--- config.mk ---
export PLATFORM = sky130hd
export DESIGN_NAME = vector_distance_metrics_top
export DESIGN_NICKNAME = d
export VERILOG_FILES = /design/src/hw/rtl/vdm_pkg.sv /design/src/hw/rtl/vdm_iter.sv /design/src/hw/rtl/vector_distance_metrics_top.sv
export SDC_FILE = /design/constraint.sdc
export NUM_CORES = 2
export LEC_CHECK = 0
export ABC_CLOCK_PERIOD_IN_PS = 10800
export BUFFER_PORTS_ARGS = -buffer_cell sky130_fd_sc_hd__buf_2
export CORE_ASPECT_RATIO = 1.5
export CORE_MARGIN = 2
export CORE_UTILIZATION = 30
export DETAILED_ROUTE_END_ITERATION = 12
export PLACE_DENSITY_LB_ADDON = 0.08
export SYNTH_ARGS = -nofsm -noshare
export SYNTH_HDL_FRONTEND = slang
export SYNTH_SLANG_ARGS = --single-unit
--- constraint.sdc ---
create_clock -name clk -period 10.8 [get_ports clk]
set_input_delay 1.08 -clock clk [delete_from_list [all_inputs] [get_ports clk]]
set_output_delay 1.08 -clock clk [all_outputs]
set_load 0.01 [all_outputs]
--- src/hw/rtl/vdm_pkg.sv ---
`timescale 1ns / 1ps

package vdm_pkg;

  localparam int VAL_W      = 24;
  localparam int DIFF_W     = VAL_W + 1;
  localparam int PROD_W     = 2 * DIFF_W;
  localparam int ACC_W      = 56;
  localparam int FRAC_W     = 16;
  localparam int MAN_SHIFT  = 8;
  localparam int DIST_W     = 40;
  localparam int CNT_W      = 7;
  localparam int CNT_LIMIT  = 127;
  localparam int METRIC_W   = 2;
  localparam int ROOT_W     = (ACC_W + FRAC_W) / 2;
  localparam int RAD_W      = ACC_W + FRAC_W;
  localparam int REM_W      = ROOT_W + 4;
  localparam int QUO_W      = FRAC_W + 1;
  localparam int DIV_STEPS  = QUO_W;
  localparam int ROOT_STEPS = ROOT_W;
  localparam int STEP_W     = $clog2(ROOT_STEPS);

  localparam int MAX_ELEMENTS_DEF = 64;

  typedef enum logic {
    MODE_DIV,
    MODE_ROOT
  } iter_mode_t;

  typedef struct packed {
    logic              go;
    iter_mode_t        mode;
    logic [DIFF_W-1:0] dividend;
    logic [DIFF_W-1:0] divisor;
    logic [ACC_W-1:0]  radicand;
  } iter_cmd_t;

  typedef struct packed {
    logic              done;
    logic [ROOT_W-1:0] result;
  } iter_resp_t;

endpackage

--- src/hw/rtl/vdm_iter.sv ---
`timescale 1ns / 1ps

module vdm_iter (
  input  logic                 clk,
  input  logic                 rst,
  input  vdm_pkg::iter_cmd_t   cmd,
  output vdm_pkg::iter_resp_t  resp
);
  import vdm_pkg::*;

  logic              running;
  logic              done;
  iter_mode_t        mode;
  logic [STEP_W-1:0] cnt;
  logic [REM_W-1:0]  rem;
  logic [ROOT_W-1:0] acc;
  logic [RAD_W-1:0]  src;
  logic [DIFF_W-1:0] divisor;

  logic [REM_W-1:0]  cand;
  logic [REM_W-1:0]  trial;
  logic [REM_W-1:0]  diff;
  logic              borrow;
  logic              ge;
  logic [STEP_W-1:0] last_step;

  // shared compare and subtract step
  always_comb begin
    if (mode == MODE_DIV) begin
      cand      = (cnt == '0) ? rem : {rem[REM_W-2:0], 1'b0};
      trial     = {{(REM_W-DIFF_W){1'b0}}, divisor};
      last_step = STEP_W'(DIV_STEPS - 1);
    end else begin
      cand      = {rem[REM_W-3:0], src[RAD_W-1 -: 2]};
      trial     = {{(REM_W-ROOT_W-2){1'b0}}, acc, 2'b01};
      last_step = STEP_W'(ROOT_STEPS - 1);
    end
    {borrow, diff} = {1'b0, cand} - {1'b0, trial};
    ge = !borrow;
  end

  always_ff @(posedge clk) begin
    if (rst) begin
      running <= 1'b0;
      done    <= 1'b0;
    end else begin
      done <= 1'b0;
      if (cmd.go) begin
        running <= 1'b1;
        mode    <= cmd.mode;
        cnt     <= '0;
        acc     <= '0;
        rem     <= (cmd.mode == MODE_DIV) ? {{(REM_W-DIFF_W){1'b0}}, cmd.dividend} : '0;
        src     <= {cmd.radicand, {FRAC_W{1'b0}}};
        divisor <= cmd.divisor;
      end else if (running) begin
        rem <= ge ? diff : cand;
        acc <= {acc[ROOT_W-2:0], ge};
        src <= {src[RAD_W-3:0], 2'b00};
        cnt <= cnt + 1'b1;
        if (cnt == last_step) begin
          running <= 1'b0;
          done    <= 1'b1;
        end
      end
    end
  end

  assign resp.done   = done;
  assign resp.result = acc;

endmodule

--- src/hw/rtl/vector_distance_metrics_top.sv ---
`timescale 1ns / 1ps
// steps per element: prep, term, add and finish for euclidean and manhattan; a pair that adds
// no term skips add; canberra waits for the 17-step shared divider before add, and a
// euclidean last element then runs the 36-step root; done rises in the same cycle busy falls
// elements are taken one at a time, only while idle; no overlap
// reset: synchronous active-high rst clears sequencer, sum, count and metric
// the receiver cannot stall: done marks distance and terms_counted for one cycle
module vector_distance_metrics_top #(
  parameter int MAX_ELEMENTS = vdm_pkg::MAX_ELEMENTS_DEF
) (
  input  logic                          clk,
  input  logic                          rst,
  input  logic                          start,
  output logic                          busy,
  input  logic signed [vdm_pkg::VAL_W-1:0] value_a,
  input  logic signed [vdm_pkg::VAL_W-1:0] value_b,
  input  logic                          a_missing,
  input  logic                          b_missing,
  input  logic                          last_element,
  input  logic                          metric_we,
  input  logic [vdm_pkg::METRIC_W-1:0]  metric_data,
  output logic                          done,
  output logic [vdm_pkg::DIST_W-1:0]    distance,
  output logic [vdm_pkg::CNT_W-1:0]     terms_counted
);
  import vdm_pkg::*;

  localparam logic [METRIC_W-1:0] METRIC_EUCLID    = 2'd0;
  localparam logic [METRIC_W-1:0] METRIC_MANHATTAN = 2'd1;
  localparam logic [METRIC_W-1:0] METRIC_CANBERRA  = 2'd2;
  localparam logic [METRIC_W-1:0] METRIC_BAD       = 2'd3;
  localparam int CNT_CAP_I = (MAX_ELEMENTS < CNT_LIMIT) ? MAX_ELEMENTS : CNT_LIMIT;
  localparam logic [CNT_W-1:0] CNT_CAP = CNT_W'(CNT_CAP_I);

  typedef enum logic [2:0] {
    S_IDLE,
    S_PREP,
    S_TERM,
    S_WAIT,
    S_ADD,
    S_FINISH,
    S_ROOT
  } state_t;

  state_t                     state;
  logic [METRIC_W-1:0]        metric_select;
  logic signed [VAL_W-1:0]    a_r;
  logic signed [VAL_W-1:0]    b_r;
  logic                       skip_r;
  logic                       last_r;
  logic [DIFF_W-1:0]          d_r;
  logic [DIFF_W-1:0]          den_r;
  logic [ACC_W-1:0]           term_r;
  logic [ACC_W-1:0]           sum;
  logic [CNT_W-1:0]           count;

  logic signed [DIFF_W-1:0]   diff_s;
  logic [DIFF_W-1:0]          d_next;
  logic [VAL_W-1:0]           mag_a;
  logic [VAL_W-1:0]           mag_b;
  logic [DIFF_W-1:0]          den_next;
  logic [PROD_W-1:0]          prod;
  logic [ACC_W:0]             sum_ext;
  logic [DIST_W-1:0]          sum_sat;
  iter_cmd_t                  iter_cmd;
  iter_resp_t                 iter_resp;

  assign busy = (state != S_IDLE);

  assign diff_s   = DIFF_W'(a_r) - DIFF_W'(b_r);
  assign d_next   = diff_s[DIFF_W-1] ? DIFF_W'(-diff_s) : DIFF_W'(diff_s);
  assign mag_a    = a_r[VAL_W-1] ? VAL_W'(-a_r) : VAL_W'(a_r);
  assign mag_b    = b_r[VAL_W-1] ? VAL_W'(-b_r) : VAL_W'(b_r);
  assign den_next = {1'b0, mag_a} + {1'b0, mag_b};
  assign prod     = d_r * d_r;
  assign sum_ext  = {1'b0, sum} + {1'b0, term_r};
  assign sum_sat  = (|sum[ACC_W-1:DIST_W]) ? {DIST_W{1'b1}} : sum[DIST_W-1:0];

  always_comb begin
    iter_cmd          = '0;
    iter_cmd.dividend = d_r;
    iter_cmd.divisor  = den_r;
    iter_cmd.radicand = sum;
    iter_cmd.mode     = MODE_DIV;
    if (state == S_TERM && !skip_r && metric_select == METRIC_CANBERRA
        && den_r != '0) begin
      iter_cmd.go = 1'b1;
    end
    if (state == S_FINISH && last_r && metric_select == METRIC_EUCLID) begin
      iter_cmd.go   = 1'b1;
      iter_cmd.mode = MODE_ROOT;
    end
  end

  vdm_iter u_iter (
    .clk  (clk),
    .rst  (rst),
    .cmd  (iter_cmd),
    .resp (iter_resp)
  );

  always_ff @(posedge clk) begin
    if (rst) begin
      metric_select <= METRIC_EUCLID;
    end else if (metric_we && metric_data != METRIC_BAD) begin
      metric_select <= metric_data;
    end
  end

  always_ff @(posedge clk) begin
    if (rst) begin
      state <= S_IDLE;
      done  <= 1'b0;
      sum   <= '0;
      count <= '0;
    end else begin
      done <= 1'b0;
      case (state)
        S_IDLE: begin
          if (start) begin
            a_r    <= value_a;
            b_r    <= value_b;
            skip_r <= a_missing | b_missing;
            last_r <= last_element;
            state  <= S_PREP;
          end
        end
        S_PREP: begin
          d_r   <= d_next;
          den_r <= den_next;
          state <= S_TERM;
        end
        S_TERM: begin
          if (skip_r) begin
            state <= S_FINISH;
          end else begin
            case (metric_select)
              METRIC_EUCLID: begin
                term_r <= ACC_W'(prod);
                state  <= S_ADD;
              end
              METRIC_MANHATTAN: begin
                term_r <= ACC_W'({d_r, {MAN_SHIFT{1'b0}}});
                state  <= S_ADD;
              end
              default: begin
                state <= (den_r == '0) ? S_FINISH : S_WAIT;
              end
            endcase
          end
        end
        S_WAIT: begin
          if (iter_resp.done) begin
            term_r <= ACC_W'(iter_resp.result[QUO_W-1:0]);
            state  <= S_ADD;
          end
        end
        S_ADD: begin
          sum   <= sum_ext[ACC_W] ? {ACC_W{1'b1}} : sum_ext[ACC_W-1:0];
          if (count < CNT_CAP) begin
            count <= count + 1'b1;
          end
          state <= S_FINISH;
        end
        S_FINISH: begin
          if (!last_r) begin
            state <= S_IDLE;
          end else if (metric_select == METRIC_EUCLID) begin
            state <= S_ROOT;
          end else begin
            done          <= 1'b1;
            distance      <= sum_sat;
            terms_counted <= count;
            sum           <= '0;
            count         <= '0;
            state         <= S_IDLE;
          end
        end
        S_ROOT: begin
          if (iter_resp.done) begin
            done          <= 1'b1;
            distance      <= DIST_W'(iter_resp.result);
            terms_counted <= count;
            sum           <= '0;
            count         <= '0;
            state         <= S_IDLE;
          end
        end
        default: begin
          state <= S_IDLE;
        end
      endcase
    end
  end

`ifndef SYNTHESIS
  a_done_single: assert property (@(posedge clk) disable iff (rst)
    done |=> !done)
    else $error("result strobe longer than one cycle");

  a_done_idle: assert property (@(posedge clk) disable iff (rst)
    done |-> !busy)
    else $error("result strobe while sequencer still busy");

  a_count_cap: assert property (@(posedge clk) disable iff (rst)
    done |-> (terms_counted <= CNT_CAP))
    else $error("term count beyond cap");

  a_accept_busy: assert property (@(posedge clk) disable iff (rst)
    (start && !busy) |=> busy)
    else $error("accepted transaction did not raise busy");

  a_state_cleared: assert property (@(posedge clk) disable iff (rst)
    done |-> (sum == '0 && count == '0))
    else $error("sum or count not cleared after result");
`endif

endmodule
==> results.py <==
metrics = {
    "clock_tree": {
        "clk_latency_ps": 670,
        "cts_tree": "yes",
        "cts_sinks": 431,
        "cts_root_buf": "clkbuf_16",
        "clkTransAtPathRegs_ps": 60,
        "htreeDepth": 2,
        "cts_buffers": 50,
        "cts.repair.resized": 0,
        "cts_max_path_buffers": 3,
        "post-cts-setup-buffer-count": 0,
        "cts-hold-fix-buffers": 0,
    },
    "hold_path": {
        "hold_path_class": "reg -> reg",
    },
    "synth": {
        "yosysWarnings": 0,
        "synth_flop_cell": "edfxtp_1",
        "synth-edff-count": 360,
        "synth.net_count": 5616,
        "async_flop_share_pct": 0,
        "synth_area_um2": 44100,
        "syn_area_per_cell_um2": 9.26,
        "synth-seq-cells": 431,
        "ys_types": 86,
        "postSynthCellCount": 4760,
        "ys_seq_area_share_pct": 27.7,
    },
    "floorplanning": {
        "start_util_pct": 30.2,
        "num_rows": 172,
        "io_pins": 106,
        "die_w_um": 317,
        "die_area_um2": 150000,
        "core_um2": 146000,
        "die_h_um": 473,
    },
    "drt": {
        "vias": 32600,
        "wl_per_cell_um": 21.1,
        "drt-initial-drc-count": 1668,
        "detail-route-antenna-nets": 0,
        "viasPerCell": 4.83,
        "dr.pass1.iters": 6,
        "totalWireLength_um": 142000,
        "drc": 0,
    },
    "global_routing": {
        "grt_overflow_total": 0,
        "antenna_found_initial": 2,
        "track_usage_pct": 19.2,
        "grt_max_degree": 73,
        "grt_pass1_wl_um": 218000,
        "grt_pass1_vias": 35500,
    },
    "setup_path": {
        "crit_fanout": 23,
        "crit_type": "reg -> reg",
        "critPathCaptureType": "register",
        "crit_required_ps": 11150,
        "arrival_ps": 8500,
        "critPathLaunchType": "register",
    },
    "sta": {
        "slew_headroom_pct": 28.8,
        "period_share_pct": 75.5,
        "worst_slew_pin_slew_ps": 1070,
        "max_clock_freq_mhz": 123,
        "fin_ws_ps": 2650,
        "rsz0062_at_grt": "false",
        "fin_tns_setup_ps": 0,
        "fin_skew_ps": 49.3,
        "finalCriticalPeriod_ps": 8150,
        "final_hold_viol_count": 0,
        "maxSlewViolCount": 0,
        "finalSetupViolCount": 0,
    },
    "final_layout": {
        "multi_input_area_um2": 28200,
        "drive_gt1_share_pct": 6.22,
        "regArea_um2": 12200,
        "num-fill-cells": 15200,
        "finalNonFillerCells": 6735,
        "nets": 5636,
        "area_growth_pct": 9.84,
    },
    "place": {
        "dp_slack_ps": 2590,
        "placed_cells": 6642,
        "gp_congestion": 0.875,
        "hpwlAfterDp_um": 113000,
        "port_buffers": 105,
    },
    "run_status": {
        "status": "complete, no violations",
    },
    "run": {
        "drv_cap": 0,
    },
}
[path summary, 6_finish.rpt]
check	startpoint	endpoint	slack (ps)	cells after the start
max	d_r[11]	term_r[49]	2650	25
min	den_r[11]	u_iter.divisor[11]	450	0
max reg2reg	d_r[11]	term_r[49]	2650	25
min reg2reg	den_r[11]	u_iter.divisor[11]	450	0
[critical path, cell delays in order (launching register included)]
cell and delay, ps:
edfxtp_1 320, buf_4 370, inv_1 430, nor2_1 330
fa_1 510, fa_1 500, inv_1 60, fa_1 540
inv_1 60, fa_1 410, fa_1 480, fa_1 540
inv_1 50, fa_1 470, inv_1 40, ha_1 430
a21o_1 210, a21oi_1 70, o21ai_0 430, a31oi_1 240
o31ai_1 630, nor4_1 100, o21ai_0 260, a21oi_1 120
xnor2_1 170, nor2_1 70
[cell usage after synthesis (68+ instances only)]
library cell / number / share of area [%]
xnor2_1: 163 / 3.2
o21ai_0: 169 / 1.9
and2_1: 124 / 1.8
and3_1: 68 / 0.97
fa_1: 470 / 21
inv_1: 771 / 6.6
a21o_1: 109 / 1.9
dfxtp_1: 71 / 3.2
edfxtp_1: 360 / 25
clkbuf_1: 163 / 1.4
nor2_1: 275 / 2.3
xor2_1: 76 / 1.5
a21oi_1: 287 / 3.3
mux2i_1: 70 / 1.6
ha_1: 329 / 9.3
nand2_1: 627 / 5.3
[cells in the final DEF (no fill, tap or decap), types with 58 or more instances in the layout]
cell      count
inv_1       771
nand2_1     625
fa_1        470
edfxtp_1    360
ha_1        329
a21oi_1     286
nor2_1      272
o21ai_0     169
xnor2_1     163
and2_1      124
a21o_1      109
buf_2       105
xor2_1       76
dfxtp_1      71
mux2i_1      70
and3_1       66
nand3_1      62
o21ai_1      58
[state kept, by name, indices dropped and copies added (netlist names)]
name	count
a_r	24
b_r	24
count	7
d_r	25
den_r	24
distance	40
done	1
last_r	1
metric_select	2
skip_r	1
state	3
sum	56
term_r	50
terms_counted	7
u_iter.acc	36
u_iter.cnt	6
u_iter.divisor	25
u_iter.done	1
u_iter.mode	1
u_iter.rem	40
u_iter.running	1
u_iter.src	56
[layer usage]
layer | wire, µm | global-route usage, % | part of all wire, % | vias to the layer above
met3 | 3180 | 1.55 | 2.2 | 149
met5 | 20 | 0 | 0.014 | -
met1 | 58800 | 22.7 | 41 | 16200
met4 | 4620 | 5.84 | 3.3 | 2
met2 | 75300 | 36.1 | 53 | 444
li1 | - | - | - | 15700
[through the flow]
step / utilization (%) / cell area [µm²] / hold WS [ps]
final: 33.1 / 48400 / 452
after global routing: 33.1 / 48400 / 473
after CTS: 33.1 / 48400 / 456
after detailed placement: 32.0 / 46700 / 439
after global placement: 32.0 / 46700 / 437
after floorplan: - / 44100 / 427
[cell type report]
cell class,count,share of cell area (%)
antenna,1,0.00517
timing repair buffer,162,1.97
multi-input combinational,3363,58.3
tap,1914,4.95
inverter,772,5.98
clock inverter,24,0.581
sequential,431,25.3
clock buffer,68,2.94
[kinds of logic after synthesis]
group | share of synthesized area (%)
compound gates | 12.7
xor+xnor | 4.75
fa+ha+maj | 30.7
buf+inv | 8.38
flops | 27.7
mux | 1.62
simple gates | 14.1
Power is left out: the tool's default activity adds up to more than one toggle a clock period on the data nets, which glitch-free logic cannot reach.
